[src/hdl/sscfw_pkg.sv]
`default_nettype none

package sscfw_pkg;

    localparam int NUM_CHIPS_DEF = 3;
    localparam int FRAME_W       = 48;
    localparam int WORD_W        = 16;
    localparam int NUM_SLOTS     = FRAME_W / WORD_W;
    localparam int QUEUE_DEPTH   = 2;
    localparam int INIT_STEPS    = 5;

    // configuration register indexes
    typedef enum logic [1:0] {
        CFG_REFRESH_INIT = 2'd0,
        CFG_INTENSITY    = 2'd1,
        CFG_SCAN_LIMIT   = 2'd2,
        CFG_DECODE_MODE  = 2'd3
    } cfg_idx_t;

    // chip register addresses used by the init sequence
    localparam logic [7:0] ADDR_DECODE_MODE  = 8'h09;
    localparam logic [7:0] ADDR_INTENSITY    = 8'h0A;
    localparam logic [7:0] ADDR_SCAN_LIMIT   = 8'h0B;
    localparam logic [7:0] ADDR_SHUTDOWN     = 8'h0C;
    localparam logic [7:0] ADDR_DISPLAY_TEST = 8'h0F;

    localparam logic [7:0] POINT_BIT = 8'h80;

    // init sequence steps
    localparam logic [2:0] STEP_TEST      = 3'd0;
    localparam logic [2:0] STEP_INTENSITY = 3'd1;
    localparam logic [2:0] STEP_SCAN      = 3'd2;
    localparam logic [2:0] STEP_DECODE    = 3'd3;
    localparam logic [2:0] STEP_LAST      = 3'(INIT_STEPS - 1);

    typedef struct packed {
        logic       refresh_init;
        logic [3:0] intensity;
        logic [2:0] scan_limit;
        logic [7:0] decode_mode;
    } cfg_t;

    // one classified transaction handed from front to back
    typedef struct packed {
        logic            raw;
        logic [1:0]      chip;
        logic            do_init;
        logic            do_digits;
        logic            wide;
        logic [3:0]      first;
        logic [3:0][7:0] code;
        logic [3:0]      reg_addr;
        logic [7:0]      reg_data;
    } task_t;

    typedef struct packed {
        logic [FRAME_W-1:0] frame;
        logic               last;
    } res_t;

    typedef struct packed {
        logic [3:0]  q;
        logic [15:0] r;
    } div_t;

    typedef enum logic [1:0] {
        BK_IDLE,
        BK_INIT,
        BK_DIGIT,
        BK_RAW
    } bk_state_t;

    function automatic logic [7:0] seg_code(input logic [3:0] d);
        logic [7:0] c;
        unique case (d)
            4'd0:    c = 8'h7e;
            4'd1:    c = 8'h30;
            4'd2:    c = 8'h6d;
            4'd3:    c = 8'h79;
            4'd4:    c = 8'h33;
            4'd5:    c = 8'h5b;
            4'd6:    c = 8'h5f;
            4'd7:    c = 8'h70;
            4'd8:    c = 8'h7f;
            4'd9:    c = 8'h7b;
            default: c = 8'h00;
        endcase
        return c;
    endfunction

    // quotient (at most 9) and remainder by a constant, parallel compares
    function automatic div_t div_small(input logic [15:0] v, input logic [15:0] m);
        div_t        res;
        logic [19:0] t;
        res.q = '0;
        res.r = v;
        for (int k = 1; k <= 9; k++) begin
            t = 20'(k) * {4'b0000, m};
            if ({4'b0000, v} >= t) begin
                res.q = 4'(k);
                res.r = v - t[15:0];
            end
        end
        return res;
    endfunction

endpackage

`default_nettype wire

[src/hdl/seven_segment_chain_frame_writer_core.sv]
// Frame writer for a chain of seven-segment LED driver chips.
// Input channel (push/full): one transaction per edge with push high and full low.
//   cmd 0 shows value on digits of one chip, cmd 1 writes reg_data to reg_addr of chip.
// Result channel (empty/pop): each result is one 48-bit chain frame plus last,
//   which marks the final frame of an input transaction.
// Config channel (cfg_valid/cfg_ready): cfg_ready is always high; write only while idle.
// Pipeline: an accepted input passes four digit-extraction stages, the task queue, the frame
//   sequencer and the output queue before its first frame shows on the result ports.
// Throughput: inputs are taken every cycle until the task queue fills; the sequencer
//   sends one frame per cycle while the output queue has room: 5*NUM_CHIPS+4 frames for a
//   four-digit transaction with init refresh (19 for three chips), one for a raw write.
// Reset clears all queues and restores the register defaults; the result
//   channel shows empty and the input channel is open at the first edge after reset.
// When the receiver stalls, the output queue fills, the sequencer holds, the task
//   queue fills and full rises; no frame is lost or repeated.
`default_nettype none

module seven_segment_chain_frame_writer_core
    import sscfw_pkg::*;
#(
    parameter int NUM_CHIPS = NUM_CHIPS_DEF
)
(
    input  wire logic               clk,
    input  wire logic               rst_n,
    input  wire logic               push,
    output logic                    full,
    input  wire logic               cmd,
    input  wire logic [1:0]         chip,
    input  wire logic               wide,
    input  wire logic [1:0]         group,
    input  wire logic [15:0]        value,
    input  wire logic [2:0]         point,
    input  wire logic [3:0]         reg_addr,
    input  wire logic [7:0]         reg_data,
    output logic                    empty,
    input  wire logic               pop,
    output logic [FRAME_W-1:0]      frame,
    output logic                    last,
    input  wire logic               cfg_valid,
    output logic                    cfg_ready,
    input  wire logic [1:0]         cfg_index,
    input  wire logic [7:0]         cfg_data
);

    cfg_t  cfg_reg, cfg_next;
    logic  q_wr, q_rd, q_full, q_empty;
    task_t q_wdata, q_rdata;
    logic  o_wr, o_full;
    res_t  o_wdata, o_rdata;

    // configuration registers: accept every transaction
    assign cfg_ready = 1'b1;

    always_comb
    begin
        cfg_next = cfg_reg;
        if (cfg_valid)
        begin
            unique case (cfg_idx_t'(cfg_index))
                CFG_REFRESH_INIT: cfg_next.refresh_init = cfg_data[0];
                CFG_INTENSITY:    cfg_next.intensity    = cfg_data[3:0];
                CFG_SCAN_LIMIT:   cfg_next.scan_limit   = cfg_data[2:0];
                CFG_DECODE_MODE:  cfg_next.decode_mode  = cfg_data;
            endcase
        end
    end

    always_ff @(posedge clk or negedge rst_n)
    begin
        if (!rst_n)
        begin
            cfg_reg.refresh_init <= 1'b1;
            cfg_reg.intensity    <= 4'd2;
            cfg_reg.scan_limit   <= 3'd7;
            cfg_reg.decode_mode  <= 8'h00;
        end
        else
        begin
            cfg_reg <= cfg_next;
        end
    end

    // front: split the number into digits, classify, drop items with no frames
    sscfw_front #(
        .NUM_CHIPS (NUM_CHIPS)
    ) u_front (
        .clk      (clk),
        .rst_n    (rst_n),
        .push     (push),
        .full     (full),
        .cmd      (cmd),
        .chip     (chip),
        .wide     (wide),
        .grp      (group),
        .value    (value),
        .point    (point),
        .reg_addr (reg_addr),
        .reg_data (reg_data),
        .cfg      (cfg_reg),
        .q_wr     (q_wr),
        .q_data   (q_wdata),
        .q_full   (q_full)
    );

    // task queue: decouple the front stages from the frame sequencer
    sscfw_fifo #(
        .WIDTH ($bits(task_t))
    ) u_task_q (
        .clk     (clk),
        .rst_n   (rst_n),
        .wr_en   (q_wr),
        .wr_data (q_wdata),
        .full    (q_full),
        .rd_en   (q_rd),
        .rd_data (q_rdata),
        .empty   (q_empty)
    );

    // back: init, digit or raw words, one frame per cycle while the output queue has room
    sscfw_back #(
        .NUM_CHIPS (NUM_CHIPS)
    ) u_back (
        .clk     (clk),
        .rst_n   (rst_n),
        .cfg     (cfg_reg),
        .q_empty (q_empty),
        .q_data  (q_rdata),
        .q_rd    (q_rd),
        .o_full  (o_full),
        .o_wr    (o_wr),
        .o_data  (o_wdata)
    );

    // output queue: hold finished frames while the receiver stalls
    sscfw_fifo #(
        .WIDTH ($bits(res_t))
    ) u_out_q (
        .clk     (clk),
        .rst_n   (rst_n),
        .wr_en   (o_wr),
        .wr_data (o_wdata),
        .full    (o_full),
        .rd_en   (pop && !empty),
        .rd_data (o_rdata),
        .empty   (empty)
    );

    assign frame = o_rdata.frame;
    assign last  = o_rdata.last;

endmodule

`default_nettype wire

[src/hdl/sscfw_fifo.sv]
`default_nettype none

module sscfw_fifo
    import sscfw_pkg::*;
#(
    parameter int WIDTH = 1
)
(
    input  wire logic             clk,
    input  wire logic             rst_n,
    input  wire logic             wr_en,
    input  wire logic [WIDTH-1:0] wr_data,
    output logic                  full,
    input  wire logic             rd_en,
    output logic [WIDTH-1:0]      rd_data,
    output logic                  empty
);

    localparam int PTR_W = $clog2(QUEUE_DEPTH);
    localparam int CNT_W = $clog2(QUEUE_DEPTH + 1);

    logic [WIDTH-1:0] mem [QUEUE_DEPTH];
    logic [PTR_W-1:0] wr_ptr_reg, wr_ptr_next;
    logic [PTR_W-1:0] rd_ptr_reg, rd_ptr_next;
    logic [CNT_W-1:0] cnt_reg, cnt_next;

    assign full    = (cnt_reg == CNT_W'(QUEUE_DEPTH));
    assign empty   = (cnt_reg == '0);
    assign rd_data = mem[rd_ptr_reg];

    always_comb
    begin
        wr_ptr_next = wr_en ? wr_ptr_reg + PTR_W'(1) : wr_ptr_reg;
        rd_ptr_next = rd_en ? rd_ptr_reg + PTR_W'(1) : rd_ptr_reg;
        cnt_next    = cnt_reg + CNT_W'(wr_en) - CNT_W'(rd_en);
    end

    always_ff @(posedge clk or negedge rst_n)
    begin
        if (!rst_n)
        begin
            wr_ptr_reg <= '0;
            rd_ptr_reg <= '0;
            cnt_reg    <= '0;
        end
        else
        begin
            wr_ptr_reg <= wr_ptr_next;
            rd_ptr_reg <= rd_ptr_next;
            cnt_reg    <= cnt_next;
        end
    end

    always_ff @(posedge clk)
    begin
        if (wr_en)
        begin
            mem[wr_ptr_reg] <= wr_data;
        end
    end

endmodule

`default_nettype wire

[src/hdl/sscfw_front.sv]
`default_nettype none

module sscfw_front
    import sscfw_pkg::*;
#(
    parameter int NUM_CHIPS = NUM_CHIPS_DEF
)
(
    input  wire logic        clk,
    input  wire logic        rst_n,
    input  wire logic        push,
    output logic             full,
    input  wire logic        cmd,
    input  wire logic [1:0]  chip,
    input  wire logic        wide,
    input  wire logic [1:0]  grp,
    input  wire logic [15:0] value,
    input  wire logic [2:0]  point,
    input  wire logic [3:0]  reg_addr,
    input  wire logic [7:0]  reg_data,
    input  wire cfg_t        cfg,
    output logic             q_wr,
    output task_t            q_data,
    input  wire logic        q_full
);

    localparam logic [2:0] CHIP_CNT = 3'(NUM_CHIPS);

    typedef struct packed {
        logic        cmd;
        logic [1:0]  chip;
        logic        wide;
        logic [1:0]  grp;
        logic [2:0]  point;
        logic [3:0]  reg_addr;
        logic [7:0]  reg_data;
        logic [13:0] rem;
        logic [3:0]  d3;
        logic [3:0]  d2;
        logic [3:0]  d1;
    } fr_stage_t;

    fr_stage_t  stg_reg  [4];
    fr_stage_t  stg_next [4];
    logic [3:0] vld_reg, vld_next;
    div_t       d_wide, d_narrow, d_thou, d_hund, d_tens;
    fr_stage_t  s;
    logic       chip_ok;
    logic       keep;
    logic       en;
    logic [3:0] d0;

    // digit extraction: one decimal place per stage
    always_comb
    begin
        d_wide   = div_small(value, 16'd10000);
        d_narrow = div_small({8'h00, value[7:0]}, 16'd100);

        stg_next[0].cmd      = cmd;
        stg_next[0].chip     = chip;
        stg_next[0].wide     = wide;
        stg_next[0].grp      = grp;
        stg_next[0].point    = point;
        stg_next[0].reg_addr = reg_addr;
        stg_next[0].reg_data = reg_data;
        stg_next[0].rem      = wide ? d_wide.r[13:0] : d_narrow.r[13:0];
        stg_next[0].d3       = '0;
        stg_next[0].d2       = '0;
        stg_next[0].d1       = '0;

        d_thou          = div_small({2'b00, stg_reg[0].rem}, 16'd1000);
        stg_next[1]     = stg_reg[0];
        stg_next[1].d3  = d_thou.q;
        stg_next[1].rem = d_thou.r[13:0];

        d_hund          = div_small({2'b00, stg_reg[1].rem}, 16'd100);
        stg_next[2]     = stg_reg[1];
        stg_next[2].d2  = d_hund.q;
        stg_next[2].rem = d_hund.r[13:0];

        d_tens          = div_small({2'b00, stg_reg[2].rem}, 16'd10);
        stg_next[3]     = stg_reg[2];
        stg_next[3].d1  = d_tens.q;
        stg_next[3].rem = d_tens.r[13:0];
    end

    // classify the finished item and build its task
    always_comb
    begin
        s       = stg_reg[3];
        d0      = s.rem[3:0];
        chip_ok = ({1'b0, s.chip} < CHIP_CNT);

        q_data.raw       = s.cmd;
        q_data.chip      = s.chip;
        q_data.do_init   = !s.cmd && cfg.refresh_init;
        q_data.do_digits = !s.cmd && chip_ok && (!s.wide || !s.grp[1]);
        q_data.wide      = s.wide;
        q_data.first     = s.wide ? {s.grp, 2'b00} + 4'd1 : {1'b0, s.grp, 1'b0} + 4'd1;
        q_data.reg_addr  = s.reg_addr;
        q_data.reg_data  = s.reg_data;
        if (s.wide)
        begin
            q_data.code[0] = seg_code(s.d3) | ((s.point == 3'd4) ? POINT_BIT : 8'h00);
            q_data.code[1] = seg_code(s.d2) | ((s.point == 3'd3) ? POINT_BIT : 8'h00);
            q_data.code[2] = seg_code(s.d1) | ((s.point == 3'd2) ? POINT_BIT : 8'h00);
            q_data.code[3] = seg_code(d0)   | ((s.point == 3'd1) ? POINT_BIT : 8'h00);
        end
        else
        begin
            q_data.code[0] = seg_code(s.d1) | ((s.point == 3'd2) ? POINT_BIT : 8'h00);
            q_data.code[1] = seg_code(d0)   | ((s.point == 3'd1) ? POINT_BIT : 8'h00);
            q_data.code[2] = 8'h00;
            q_data.code[3] = 8'h00;
        end

        // drop items that cause no frame
        keep = s.cmd ? chip_ok : (q_data.do_init || q_data.do_digits);
        en   = !(vld_reg[3] && keep && q_full);
        full = !en;
        q_wr = vld_reg[3] && keep && !q_full;
        vld_next = {vld_reg[2:0], push};
    end

    always_ff @(posedge clk or negedge rst_n)
    begin
        if (!rst_n)
        begin
            vld_reg <= '0;
        end
        else if (en)
        begin
            vld_reg <= vld_next;
        end
    end

    always_ff @(posedge clk)
    begin
        if (en)
        begin
            stg_reg <= stg_next;
        end
    end

endmodule

`default_nettype wire

[src/hdl/sscfw_back.sv]
`default_nettype none

module sscfw_back
    import sscfw_pkg::*;
#(
    parameter int NUM_CHIPS = NUM_CHIPS_DEF
)
(
    input  wire logic  clk,
    input  wire logic  rst_n,
    input  wire cfg_t  cfg,
    input  wire logic  q_empty,
    input  wire task_t q_data,
    output logic       q_rd,
    input  wire logic  o_full,
    output logic       o_wr,
    output res_t       o_data
);

    localparam logic [1:0] CHIP_LAST = 2'(NUM_CHIPS - 1);

    bk_state_t  state_reg, state_next;
    task_t      cur_reg;
    logic [2:0] step_reg, step_next;
    logic [1:0] ichip_reg, ichip_next;
    logic [1:0] didx_reg, didx_next;

    logic [7:0]  word_addr;
    logic [7:0]  word_data;
    logic [1:0]  word_chip;
    logic        is_last;
    logic        init_end;
    logic        emit;
    logic        load;
    logic [15:0] word;

    function automatic bk_state_t start_state(input task_t t);
        bk_state_t st;
        if (t.raw)
            st = BK_RAW;
        else if (t.do_init)
            st = BK_INIT;
        else
            st = BK_DIGIT;
        return st;
    endfunction

    function automatic logic [7:0] init_addr(input logic [2:0] step);
        logic [7:0] a;
        case (step)
            STEP_TEST:      a = ADDR_DISPLAY_TEST;
            STEP_INTENSITY: a = ADDR_INTENSITY;
            STEP_SCAN:      a = ADDR_SCAN_LIMIT;
            STEP_DECODE:    a = ADDR_DECODE_MODE;
            default:        a = ADDR_SHUTDOWN;
        endcase
        return a;
    endfunction

    function automatic logic [7:0] init_data(input logic [2:0] step, input cfg_t c);
        logic [7:0] d;
        case (step)
            STEP_TEST:      d = 8'h00;
            STEP_INTENSITY: d = {4'h0, c.intensity};
            STEP_SCAN:      d = {5'h00, c.scan_limit};
            STEP_DECODE:    d = c.decode_mode;
            default:        d = 8'h01;
        endcase
        return d;
    endfunction

    // frame word and handshakes
    always_comb
    begin
        word_addr = '0;
        word_data = '0;
        word_chip = cur_reg.chip;
        is_last   = 1'b0;
        init_end  = (step_reg == STEP_LAST) && (ichip_reg == CHIP_LAST);
        unique case (state_reg)
            BK_IDLE:
            begin
                is_last = 1'b0;
            end
            BK_INIT:
            begin
                word_addr = init_addr(step_reg);
                word_data = init_data(step_reg, cfg);
                word_chip = ichip_reg;
                is_last   = init_end && !cur_reg.do_digits;
            end
            BK_DIGIT:
            begin
                word_addr = {4'h0, cur_reg.first + {2'b00, didx_reg}};
                word_data = cur_reg.code[didx_reg];
                is_last   = (didx_reg == (cur_reg.wide ? 2'd3 : 2'd1));
            end
            BK_RAW:
            begin
                word_addr = {4'h0, cur_reg.reg_addr};
                word_data = cur_reg.reg_data;
                is_last   = 1'b1;
            end
        endcase

        word = {word_addr, word_data};
        for (int k = 0; k < NUM_SLOTS; k++)
        begin
            o_data.frame[k*WORD_W +: WORD_W] = (word_chip == 2'(k)) ? word : '0;
        end
        o_data.last = is_last;

        emit = (state_reg != BK_IDLE) && !o_full;
        load = !q_empty && ((state_reg == BK_IDLE) || (emit && is_last));
        o_wr = emit;
        q_rd = load;
    end

    // next state
    always_comb
    begin
        state_next = state_reg;
        if (load)
        begin
            state_next = start_state(q_data);
        end
        else if (emit)
        begin
            if (is_last)
            begin
                state_next = BK_IDLE;
            end
            else if (state_reg == BK_INIT && init_end)
            begin
                state_next = BK_DIGIT;
            end
        end
    end

    // step counters
    always_comb
    begin
        step_next  = step_reg;
        ichip_next = ichip_reg;
        didx_next  = didx_reg;
        if (load)
        begin
            step_next  = '0;
            ichip_next = '0;
            didx_next  = '0;
        end
        else if (emit && state_reg == BK_INIT)
        begin
            if (ichip_reg == CHIP_LAST)
            begin
                ichip_next = '0;
                step_next  = step_reg + 3'd1;
            end
            else
            begin
                ichip_next = ichip_reg + 2'd1;
            end
        end
        else if (emit && state_reg == BK_DIGIT)
        begin
            didx_next = didx_reg + 2'd1;
        end
    end

    always_ff @(posedge clk or negedge rst_n)
    begin
        if (!rst_n)
        begin
            state_reg <= BK_IDLE;
            step_reg  <= '0;
            ichip_reg <= '0;
            didx_reg  <= '0;
        end
        else
        begin
            state_reg <= state_next;
            step_reg  <= step_next;
            ichip_reg <= ichip_next;
            didx_reg  <= didx_next;
        end
    end

    always_ff @(posedge clk)
    begin
        if (load)
        begin
            cur_reg <= q_data;
        end
    end

endmodule

`default_nettype wire

[config.mk]
export PLATFORM = sky130hd
export DESIGN_NAME = seven_segment_chain_frame_writer_core
export DESIGN_NICKNAME = d
export VERILOG_FILES = /design/src/hdl/sscfw_pkg.sv /design/src/hdl/seven_segment_chain_frame_writer_core.sv /design/src/hdl/sscfw_fifo.sv /design/src/hdl/sscfw_front.sv /design/src/hdl/sscfw_back.sv
export SDC_FILE = /design/constraint.sdc
export NUM_CORES = 1
export LEC_CHECK = 0
export BUFFER_PORTS_ARGS = -buffer_cell sky130_fd_sc_hd__buf_4
export CAP_MARGIN = 20
export CORE_MARGIN = 2
export CORE_UTILIZATION = 55
export DETAILED_ROUTE_END_ITERATION = 8
export PLACE_DENSITY_LB_ADDON = 0.1
export SYNTH_ARGS = -nofsm -noshare
export SYNTH_HDL_FRONTEND = slang
export SYNTH_HIERARCHICAL = 1
export SYNTH_SLANG_ARGS = --single-unit
[constraint.sdc]
create_clock -name clk -period 7.3 [get_ports clk]
set_input_delay 1.46 -clock clk [delete_from_list [all_inputs] [get_ports clk]]
set_output_delay 1.46 -clock clk [all_outputs]
set_load 0.1 [all_outputs]
==> results of run 1 <==
## final cells by class
type / instances / area share
timing repair buffer: 123 / 0.0341
multi-input combinational: 1306 / 0.362
inverter: 68 / 0.00942
tap: 592 / 0.0273
clock buffer: 71 / 0.0513
clock inverter: 23 / 0.00956
sequential: 470 / 0.507
## placed cells by master (no fill, tap or decap), types with 11 or more instances in the layout
| cell | instances |
|---|---|
| o31ai_1 | 19 |
| xnor2_1 | 31 |
| o221ai_1 | 16 |
| mux2i_1 | 24 |
| a211oi_1 | 18 |
| nor3_1 | 32 |
| nor3b_1 | 11 |
| a31o_2 | 12 |
| a211o_1 | 12 |
| buf_4 | 123 |
| xor2_1 | 12 |
| o211ai_1 | 19 |
| nand2b_1 | 20 |
| dfxtp_1 | 21 |
| and3_1 | 15 |
| mux2_2 | 36 |
| mux2_4 | 99 |
| and2_1 | 24 |
| ha_1 | 97 |
| nor2b_1 | 19 |
| edfxtp_1 | 412 |
| a31oi_1 | 38 |
| clkbuf_16 | 50 |
| dfrtp_1 | 30 |
| inv_1 | 66 |
| nand3_1 | 35 |
| conb_1 | 14 |
| o21a_1 | 15 |
| o22ai_1 | 11 |
| a21o_1 | 28 |
| clkbuf_1 | 15 |
| a21oi_1 | 110 |
| nand2_1 | 126 |
| o21ai_0 | 73 |
| nor2_1 | 152 |
## kinds of logic (layout without fill, tap and decap cells)
| group | count (synthesis) | in the layout |
|---|---|---|
| simple gates | 502 | 502 |
| mux | 167 | 167 |
| fa+ha+maj | 98 | 98 |
| other cells | 3 | 14 |
| buf+inv | 199 | 285 |
| flops | 470 | 470 |
| compound gates | 480 | 480 |
| xor+xnor | 45 | 45 |
## per-stage QoR
step / util / setup slack, ps
final: 0.614 / 2910
after global routing: 0.614 / 2640
after CTS: 0.614 / 2810
after detailed placement: 0.576 / 2530
after global placement: 0.576 / 2470
after floorplan: - / 2510
## worst reg2reg max path: stages (launching register included)
cell and delay (ps):
edfxtp_1 570, or4_1 750, nor2_1 650, nand3_1 640, nor2_1 590, o221ai_1 280, o211ai_1 200, xnor2_1 100
## routing by layer
metal	GRT usage	part of all wire
met2	0.368	0.47
met4	0.0538	0.016
met1	0.318	0.45
met5	0	0
met3	0.0423	0.061
## worst min-delay path by stage
stage,to,cells after the start,slack (ps)
after floorplan,u_front/q_data[0]$_DFFE_PN_,0,400
after global placement,u_front/stg_next[76]$_DFFE_PN_,0,400
after detailed placement,u_front/q_data[0]$_DFFE_PN_,0,400
after CTS,u_front/q_data[0]$_DFFE_PN_,0,410
after global routing,u_front/q_data[0]$_DFFE_PN_,0,420
final,u_front/q_data[0]$_DFFE_PN_,0,400
## synthesized netlist by cell type (all sizes together) (31+ instances only)
cell type / n
dfrtp: 32
nand2: 127
mux2: 135
a31oi: 39
a21oi: 110
o21ai: 82
inv: 67
xnor2: 31
nand3: 37
buf: 55
edfxtp: 412
nor3: 33
clkbuf: 76
ha: 97
nor2: 152
==> impl_metrics.yaml, run 1 <==
run_status:
  status: "complete, no violations"
clock_tree:
  clock_path_buffers: 3
  clock-root-buffer: "clkbuf_16"
  cts_tree: "built"
  post_cts_resize_count: 0
  cts_hold_buf: 0
  clock_sinks: 470
  post-cts-setup-buffer-count: 0
  clk_latency_ps: 570
  cts.clk_slew.worst_paths_ps: 60
  cts_buffers: 50
  htreeDepth: 2
synth:
  synth_fa_ha_area_frac: 0.0503
  synth_cells: 1964
  synthMuxAreaShare: 0.0943
  synth_xor_area_frac: 0.0173
  synth.avg_cell_area_um2: 12.5
  synth-main-ff-cell: "edfxtp_1"
  ys_types: 96
  synth_area_leaders: "edfxtp_1 50%, mux2_4 6.1%, ha_1 5.0%"
  syn_area_um2: 24500
  synth_compound_area_frac: 0.134
  synth_top_family_by_area: "compound AO/OA/AOI/OAI gates"
  synthArstFlopShare: 0.0787
  synth_top_area_share: 0.505
  synth_edf_count: 412
  yosysTopAreaCell: "edfxtp_1"
  ys_ff_latch: 470
  yosys_warnings: 6
  synth-simple-area-share: 0.101
  synth-seq-area-share: 0.560
critical_path:
  crit_family: "buffers and inverters"
  r2r_cells: 7
  worstPathArrival_ps: 2930
  crit_path_frequent_cell: "buf_4"
  path_depth: 7
  worstPathMaxFanout: 39
  timing.rr.start: "u_front/stg_reg[116]$_DFFE_PN_"
  worst_r2r_endpoint: "u_front/stg_reg[66]$_DFFE_PN_"
  max_stage_delay_ps: 480
  crit_chain: "buf_4 -> and2_1 -> nand2b_1 -> a21o_1 -> nand3_4 -> inv_2 -> buf_4"
  cp-start-kind: "flip-flop"
  cpMaxStageDelayCell: "inv_2"
  critPathKind: "reg -> out"
  cp_num_buf_inv: 3
  required_ps: 5840
  rrSetupSlack_ps: 3240
  critPathCaptureType: "primary output"
  startpoint: "u_front/q_data[48]$_DFFE_PN_"
  crit_end: "full"
global_route:
  antenna_found_initial: 0
  gr-usage-all-layers: 0.227
  grt_start_max_net_pins: 81
  grt_pass1_vias: 15160
  grt_remaining_overflow: 0
  grt_first_pass_wirelength_um: 84000
detailed_routing:
  vias_per_cell: 5.91
  vias: 15670
  ant_nets: 0
  drt-initial-drc-count: 1391
  first_pass_iters: 6
  remaining_drc_errors: 0
  wl_per_cell_um: 19.9
  wirelength_um: 52900
sta:
  post-route-min-period_ps: 4390
  holdWs_ps: 405
  finalClockSkew_ps: 17.6
  fmax_ghz: 0.228
  slew_viol_final: 0
  tightest_slew_ps: 1050
  relSlewSlack: 0.293
  post-route-period-util: 0.601
  finalHoldViolCount: 0
  setup_viol: 0
  tns_ps: 0
  rsz0062_at_grt: "no"
placement:
  dpl_cell_area_um2: 25400
  hpwl_um: 36800
  gp_congestion: 0.928
  dpl.cell_count: 2557
  io_buffers: 102
floorplan:
  die_w_um: 215
  rows: 77
  dieArea_um2: 46300
  core_area_um2: 44100
  io_pins: 104
  start_util: 0.555
  die_h_um: 215
worst_hold_path:
  worstHoldStart: "u_front/stg_next[26]$_DFFE_PN_"
  hp-class: "reg -> reg"
finish:
  largest_register: "u_task_q/mem"
  diodes: 0
  multi_input_area_um2: 9800
  seq_area_um2: 13700
  largest_reg_flops: 108
  final_cells: 2653
  drive_above_1_share: 0.189
  fill_cells: 3540
  nets: 2169
  design_area_um2: 27100
  syn2layout_area_growth_pct: 10.5
run:
  maxCapViolCount: 0
Power of run 1 is left out: the tool's default activity adds up to more than one toggle a clock period on the data nets, which glitch-free logic cannot reach.
==> run 2, diff against run 1 <==
--- a/config.mk
+++ b/config.mk
@@ -5,6 +5,7 @@
 export SDC_FILE = /design/constraint.sdc
 export NUM_CORES = 1
 export LEC_CHECK = 0
+export ABC_AREA = 1
 export BUFFER_PORTS_ARGS = -buffer_cell sky130_fd_sc_hd__buf_4
 export CAP_MARGIN = 20
 export CORE_MARGIN = 2
==> constraint.sdc (replaced) <==
create_clock -name clk -period 4.14 [get_ports clk]
set_input_delay 0.828 -clock clk [delete_from_list [all_inputs] [get_ports clk]]
set_output_delay 0.828 -clock clk [all_outputs]
set_load 0.1 [all_outputs]
==> impl_metrics.yaml, run 2 <==
finish:
  largest_reg_flops: 108
  largest_register: "u_task_q/mem"
  layout_commonest_cell: "nand2_1"
  final_cell_mix: "643 x nand2_1, 412 x edfxtp_1, 329 x inv_1"
  nets: 2862
  diodes: 0
  syn2layout_area_growth_pct: 10.5
  drive_above_1_share: 0.125
  final_cells: 3344
  fill_cells: 3724
global_route:
  grt.met3_usage: 0.0326
  grt_remaining_overflow: 0
  met2_usage: 0.388
  busiest_layer: "met2"
  antenna_found_initial: 0
  grt_first_pass_wirelength_um: 90100
  grt_pass1_vias: 16908
  grt_start_max_net_pins: 140
  gr-usage-all-layers: 0.241
  gr-usage-met1: 0.341
critical_path:
  cp-start-kind: "flip-flop"
  critPathCaptureType: "flip-flop"
  critPathKind: "reg -> reg"
  worstPathArrival_ps: 3580
  worstPathMaxFanout: 12
  required_ps: 4470
run:
  maxCapViolCount: 0
power:
  pwr-share-comb: 0.445
  leakagePower_uw: 0.0120
  powerDensity_nw_per_um2: 897
  seqPwrFrac: 0.385
  p_int_uw: 13400
  vdd_drop_max_mv: 1.18
  clkPwrFrac: 0.170
  p_sw_frac: 0.456
  power_switching_uw: 11200
synth:
  syn_area_um2: 24800
  synth_most_common_cell: "nand2_1"
  yosysTopAreaCell: "edfxtp_1"
  synth-seq-area-share: 0.554
  ys_ff_latch: 470
  synth_area_leaders: "edfxtp_1 50%, nand2_1 9.8%, inv_1 5.0%"
  yosys_warnings: 6
  synth_top_area_share: 0.500
  synthArstFlopShare: 0.0787
  synth.avg_cell_area_um2: 9.40
  synth_cells: 2634
  ys_top_cells_by_count: "643 x nand2_1, 412 x edfxtp_1, 331 x inv_1"
  synth_edf_count: 412
  synth-main-ff-cell: "edfxtp_1"
  ys_types: 72
clock_tree:
  post_cts_resize_count: 0
  cts_hold_buf: 0
  cts.clk_slew.worst_paths_ps: 60
  cts_buffers: 48
  clock-root-buffer: "clkbuf_16"
  clk_latency_ps: 580
  htreeDepth: 2
  clock_sinks: 470
  post-cts-setup-buffer-count: 0
  cts_tree: "built"
  clock_path_buffers: 3
floorplan:
  io_pins: 104
  rows: 77
  dieArea_um2: 46700
  core_area_um2: 44300
  die_h_um: 216
  die_w_um: 216
  start_util: 0.559
placement:
  hpwl_um: 39900
  gp_congestion: 0.954
  dpl.cell_count: 3253
  io_buffers: 102
detailed_routing:
  first_pass_iters: 6
  ant_nets: 0
  vias_per_cell: 5.36
  wl_per_cell_um: 16.8
  drt-initial-drc-count: 1694
  vias: 17936
  remaining_drc_errors: 0
  wirelength_um: 56300
sta:
  rsz0062_at_grt: "no"
  finalHoldViolCount: 0
  relSlewSlack: 0.313
  post-route-period-util: 0.785
  finalClockSkew_ps: 15.7
  fmax_ghz: 0.308
  post-route-min-period_ps: 3250
  tns_ps: 0
  tightest_slew_ps: 1030
  slew_viol_final: 0
  setup_viol: 0
worst_hold_path:
  hp-class: "in -> async"
run_status:
  status: "complete, no violations"
==> run 2: cell count changes in the layout (fill, tap and decap cells not counted), sizes merged, moves of 24 or more <==
cell / before / now
and2: 26 / 1
o21ai: 82 / 260
inv: 71 / 370
a21o: 28 / 2
mux2i: 24 / 0
xor2: 12 / 36
mux2: 135 / 0
xnor2: 31 / 5
nand2: 127 / 678
a21oi: 110 / 146
nand3: 37 / 109
nor2: 152 / 198
==> run 2: per-layer routing <==
| layer | share of wire | vias to the layer above |
|---|---|---|
| met1 | 0.45 | 8384 |
| li1 | - | 8889 |
| met3 | 0.056 | 94 |
| met4 | 0.024 | 0 |
| met2 | 0.47 | 569 |
| met5 | 0 | - |
==> run 2: final timing paths <==
kind                                                      from                             end  slack [ps]  depth (start not counted)
min in group clk                u_front/stg_next[30]$_DFFE_PN_     u_front/q_data[4]$_DFFE_PN_         410                          0
worst min register to register  u_front/stg_next[30]$_DFFE_PN_     u_front/q_data[4]$_DFFE_PN_         410                          0
max in group asynchronous                                rst_n  u_out_q/rd_ptr_reg$_DFFE_PN0P_        3520                          1
worst max-delay path            u_front/stg_reg[111]$_DFFE_PN_   u_front/stg_reg[66]$_DFFE_PN_         890                         16
worst min-delay path                                     rst_n          cfg_reg[0]$_DFFE_PN0P_         220                          1
worst max register to register  u_front/stg_reg[111]$_DFFE_PN_   u_front/stg_reg[66]$_DFFE_PN_         890                         16
==> run 2: stage by stage <==
stage	setup WS [ps]	utilization	total power (µW)	hold WS [ps]	instance area, µm²
finish	891	0.617	24500	225	27400
floorplan	325	-	17700	400	24800
global route	638	0.617	26200	252	27400
CTS	838	0.617	24600	222	27300
detailed placement	619	0.582	20400	405	25800
global placement	615	0.582	20100	400	25800
==> run 2: critical path, stage by stage, from the launching register on <==
cell and delay, ps:
edfxtp_1 700, inv_1 350, ha_1 310, nand2_1 70, a21oi_1 70, inv_1 100, nand3_1 300, inv_1 290
o21ai_0 120, o21ai_1 200, nand3_1 100, nand3_1 90, nand2_1 50, nand2_1 80, nand2_1 60, nand2_1 50
nand2_1 50
==> run 2: cell type report <==
class	count	area [µm²]	share of cell area
Inverter	368	1400	0.0511
Multi-Input combinational cell	1701	8990	0.329
Clock buffer	65	1300	0.0474
Sequential cell	470	13700	0.502
Tap cell	592	741	0.0271
Clock inverter	25	239	0.00874
Timing Repair Buffer	123	961	0.0351
==> run 2: cell families after synthesis <==
logic type / Yosys count / share of synthesized area
other: 3 / 0.000455
AND/OR/NAND/NOR: 1071 / 0.188
XOR/XNOR: 41 / 0.0145
flip-flops: 470 / 0.554
AO/OA/AOI/OAI: 477 / 0.108
buffers and inverters: 474 / 0.0849
adder cells (fa/ha/maj): 98 / 0.0498
==> run 2: power groups by stage <==
stage                     sequential, µW  clock [µW]  combinational, µW
after global placement              9470           0              10700
after detailed placement            9530           0              10900
final                               9440        4170              10900
after floorplan                     8870           0               8790
after CTS                           9450        4270              10900
after global routing                9690        4470              12000
Note: power is estimated with default switching activity, not from simulation.
==> run 3, diff against run 2 <==
--- a/config.mk
+++ b/config.mk
@@ -5,7 +5,7 @@
 export SDC_FILE = /design/constraint.sdc
 export NUM_CORES = 1
 export LEC_CHECK = 0
-export ABC_AREA = 1
+export ABC_AREA = 0
 export BUFFER_PORTS_ARGS = -buffer_cell sky130_fd_sc_hd__buf_4
 export CAP_MARGIN = 20
 export CORE_MARGIN = 2
==> constraint.sdc (replaced) <==
create_clock -name clk -period 3.1 [get_ports clk]
set_input_delay 0.62 -clock clk [delete_from_list [all_inputs] [get_ports clk]]
set_output_delay 0.62 -clock clk [all_outputs]
set_load 0.1 [all_outputs]
==> impl_metrics.yaml, run 3 (same netlist as run 1, synthesis figures left out) <==
critical_path:
  critPathCaptureType: "flip-flop"
  worstPathMaxFanout: 5
  worstPathArrival_ps: 3330
  cp-start-kind: "flip-flop"
  required_ps: 3400
  critPathKind: "reg -> reg"
finish:
  drive_above_1_share: 0.278
  nets: 2375
  diodes: 0
  largest_reg_flops: 108
  largest_register: "u_task_q/mem"
  final_cell_mix: "412 x edfxtp_1, 320 x buf_4, 151 x nor2_1"
  layout_commonest_cell: "edfxtp_1"
  syn2layout_area_growth_pct: 18.0
power:
  leakagePower_uw: 0.0115
  powerDensity_nw_per_um2: 1230
  total_power_uw: 35600
  vdd_drop_max_mv: 1.32
  seqPwrFrac: 0.348
  pwr-share-comb: 0.485
  power_switching_uw: 14700
  p_sw_frac: 0.413
  p_int_uw: 20900
  clkPwrFrac: 0.167
detailed_routing:
  vias_per_cell: 5.90
  vias: 16834
  first_pass_iters: 5
  wl_per_cell_um: 20.6
  remaining_drc_errors: 0
  drt-initial-drc-count: 1631
  wirelength_um: 58900
  ant_nets: 0
global_route:
  grt_start_max_net_pins: 145
  grt_remaining_overflow: 0
  gr-usage-all-layers: 0.254
  antenna_found_initial: 0
  grt_pass1_vias: 16644
  grt_first_pass_wirelength_um: 92800
floorplan:
  io_pins: 104
  rows: 77
  core_area_um2: 44100
  dieArea_um2: 46300
  die_w_um: 215
  start_util: 0.555
  die_h_um: 215
sta:
  fmax_ghz: 0.330
  tightest_slew_ps: 788
  finalClockSkew_ps: 18.7
  slew_viol_final: 0
  post-route-period-util: 0.976
  post-route-min-period_ps: 3030
  setup_viol: 0
  tns_ps: 0
  finalHoldViolCount: 0
  relSlewSlack: 0.472
clock_tree:
  clk_latency_ps: 580
  clock-root-buffer: "clkbuf_16"
  clock_sinks: 470
  clock_path_buffers: 3
  cts_tree: "built"
  cts.clk_slew.worst_paths_ps: 60
  cts_buffers: 48
  htreeDepth: 2
run:
  maxCapViolCount: 0
placement:
  hpwl_um: 42500
  io_buffers: 102
  gp_congestion: 0.953
run_status:
  status: "complete, no violations"
worst_hold_path:
  hp-class: "in -> async"
==> run 3: changes by cell type in the layout (fill, tap and decap cells not counted), sizes merged, moves of 46 or more <==
cell / change
nand2: -551
inv: -300
buf: +208
o21ai: -178
mux2: +135
nand3: -72
nor2: -46
==> run 3: layout make-up <==
| class | instances | area [µm²] |
|---|---|---|
| fill | 3288 | 15200 |
| timing repair buffer | 331 | 2610 |
| clock inverter | 24 | 277 |
| sequential | 470 | 13700 |
| clock buffer | 64 | 1380 |
| tap | 592 | 741 |
| inverter | 68 | 259 |
| multi-input combinational | 1306 | 9920 |
==> run 3: power by group through the flow <==
stage	Combinational [µW]	Sequential (µW)	Clock, µW
2_1_floorplan	12700	11800	0
3_3_place_gp	16800	12300	0
4_1_cts	17100	12400	6080
3_5_place_dp	16900	12500	0
5_1_grt	18400	12700	6310
6_report	17200	12400	5960
==> run 3: critical path: stages, from the launching register on <==
cell and delay (ps):
edfxtp_1 420, or3_1 450, or4_1 600, nand3_2 180, buf_4 160, buf_4 120
o21ai_0 80, a21oi_1 140, o21ai_0 80, a21oi_1 410, xnor2_1 120
==> run 3: through the flow <==
step / util / cell area, µm² / std cells / setup slack (ps) / hold slack (ps)
after global routing: 0.655 / 28900 / 2855 / -14.6 / 38.0
after CTS: 0.653 / 28800 / 2852 / 17.3 / 6.37
after detailed placement: 0.615 / 27200 / 2764 / -127 / 405
after floorplan: - / 24600 / 1975 / -154 / 324
after global placement: 0.615 / 27200 / 2764 / -167 / 400
final: 0.655 / 28900 / 2855 / 72.9 / 12.4
==> run 3: timing repair <==
action	in CTS	in global routing
resized for setup	3	22
buffers inserted	0	3
setup endpoints to repair	5	19
hold endpoints to repair	0	0
hold buffers	0	0
gates cloned	0	0
pin swaps	0	1
==> run 3: path summary, 6_finish.rpt <==
check | end | slack [ps] | cells past startpoint | start
worst max-delay path | u_front/stg_reg[109]$_DFFE_PN_ | 70 | 10 | u_front/stg_reg[155]$_DFFE_PN_
worst min-delay path | cfg_reg[1]$_DFFE_PN0P_ | 10 | 1 | rst_n
worst max register to register | u_front/stg_reg[109]$_DFFE_PN_ | 70 | 10 | u_front/stg_reg[155]$_DFFE_PN_
worst min register to register | u_front/s[41]$_DFFE_PN_ | 410 | 0 | u_front/stg_next[41]$_DFFE_PN_
max in group asynchronous | u_out_q/rd_ptr_reg$_DFFE_PN0P_ | 2680 | 1 | rst_n
min in group clk | u_front/stg_next[128]$_DFFE_PN_ | 210 | 1 | reg_addr[0]
==> run 3: routing by layer <==
metal	global-route usage	vias up	share of wire
li1	-	7919	-
met1	0.348	8191	0.43
met5	0	-	0
met3	0.0418	125	0.063
met4	0.0862	0	0.029
met2	0.415	599	0.47
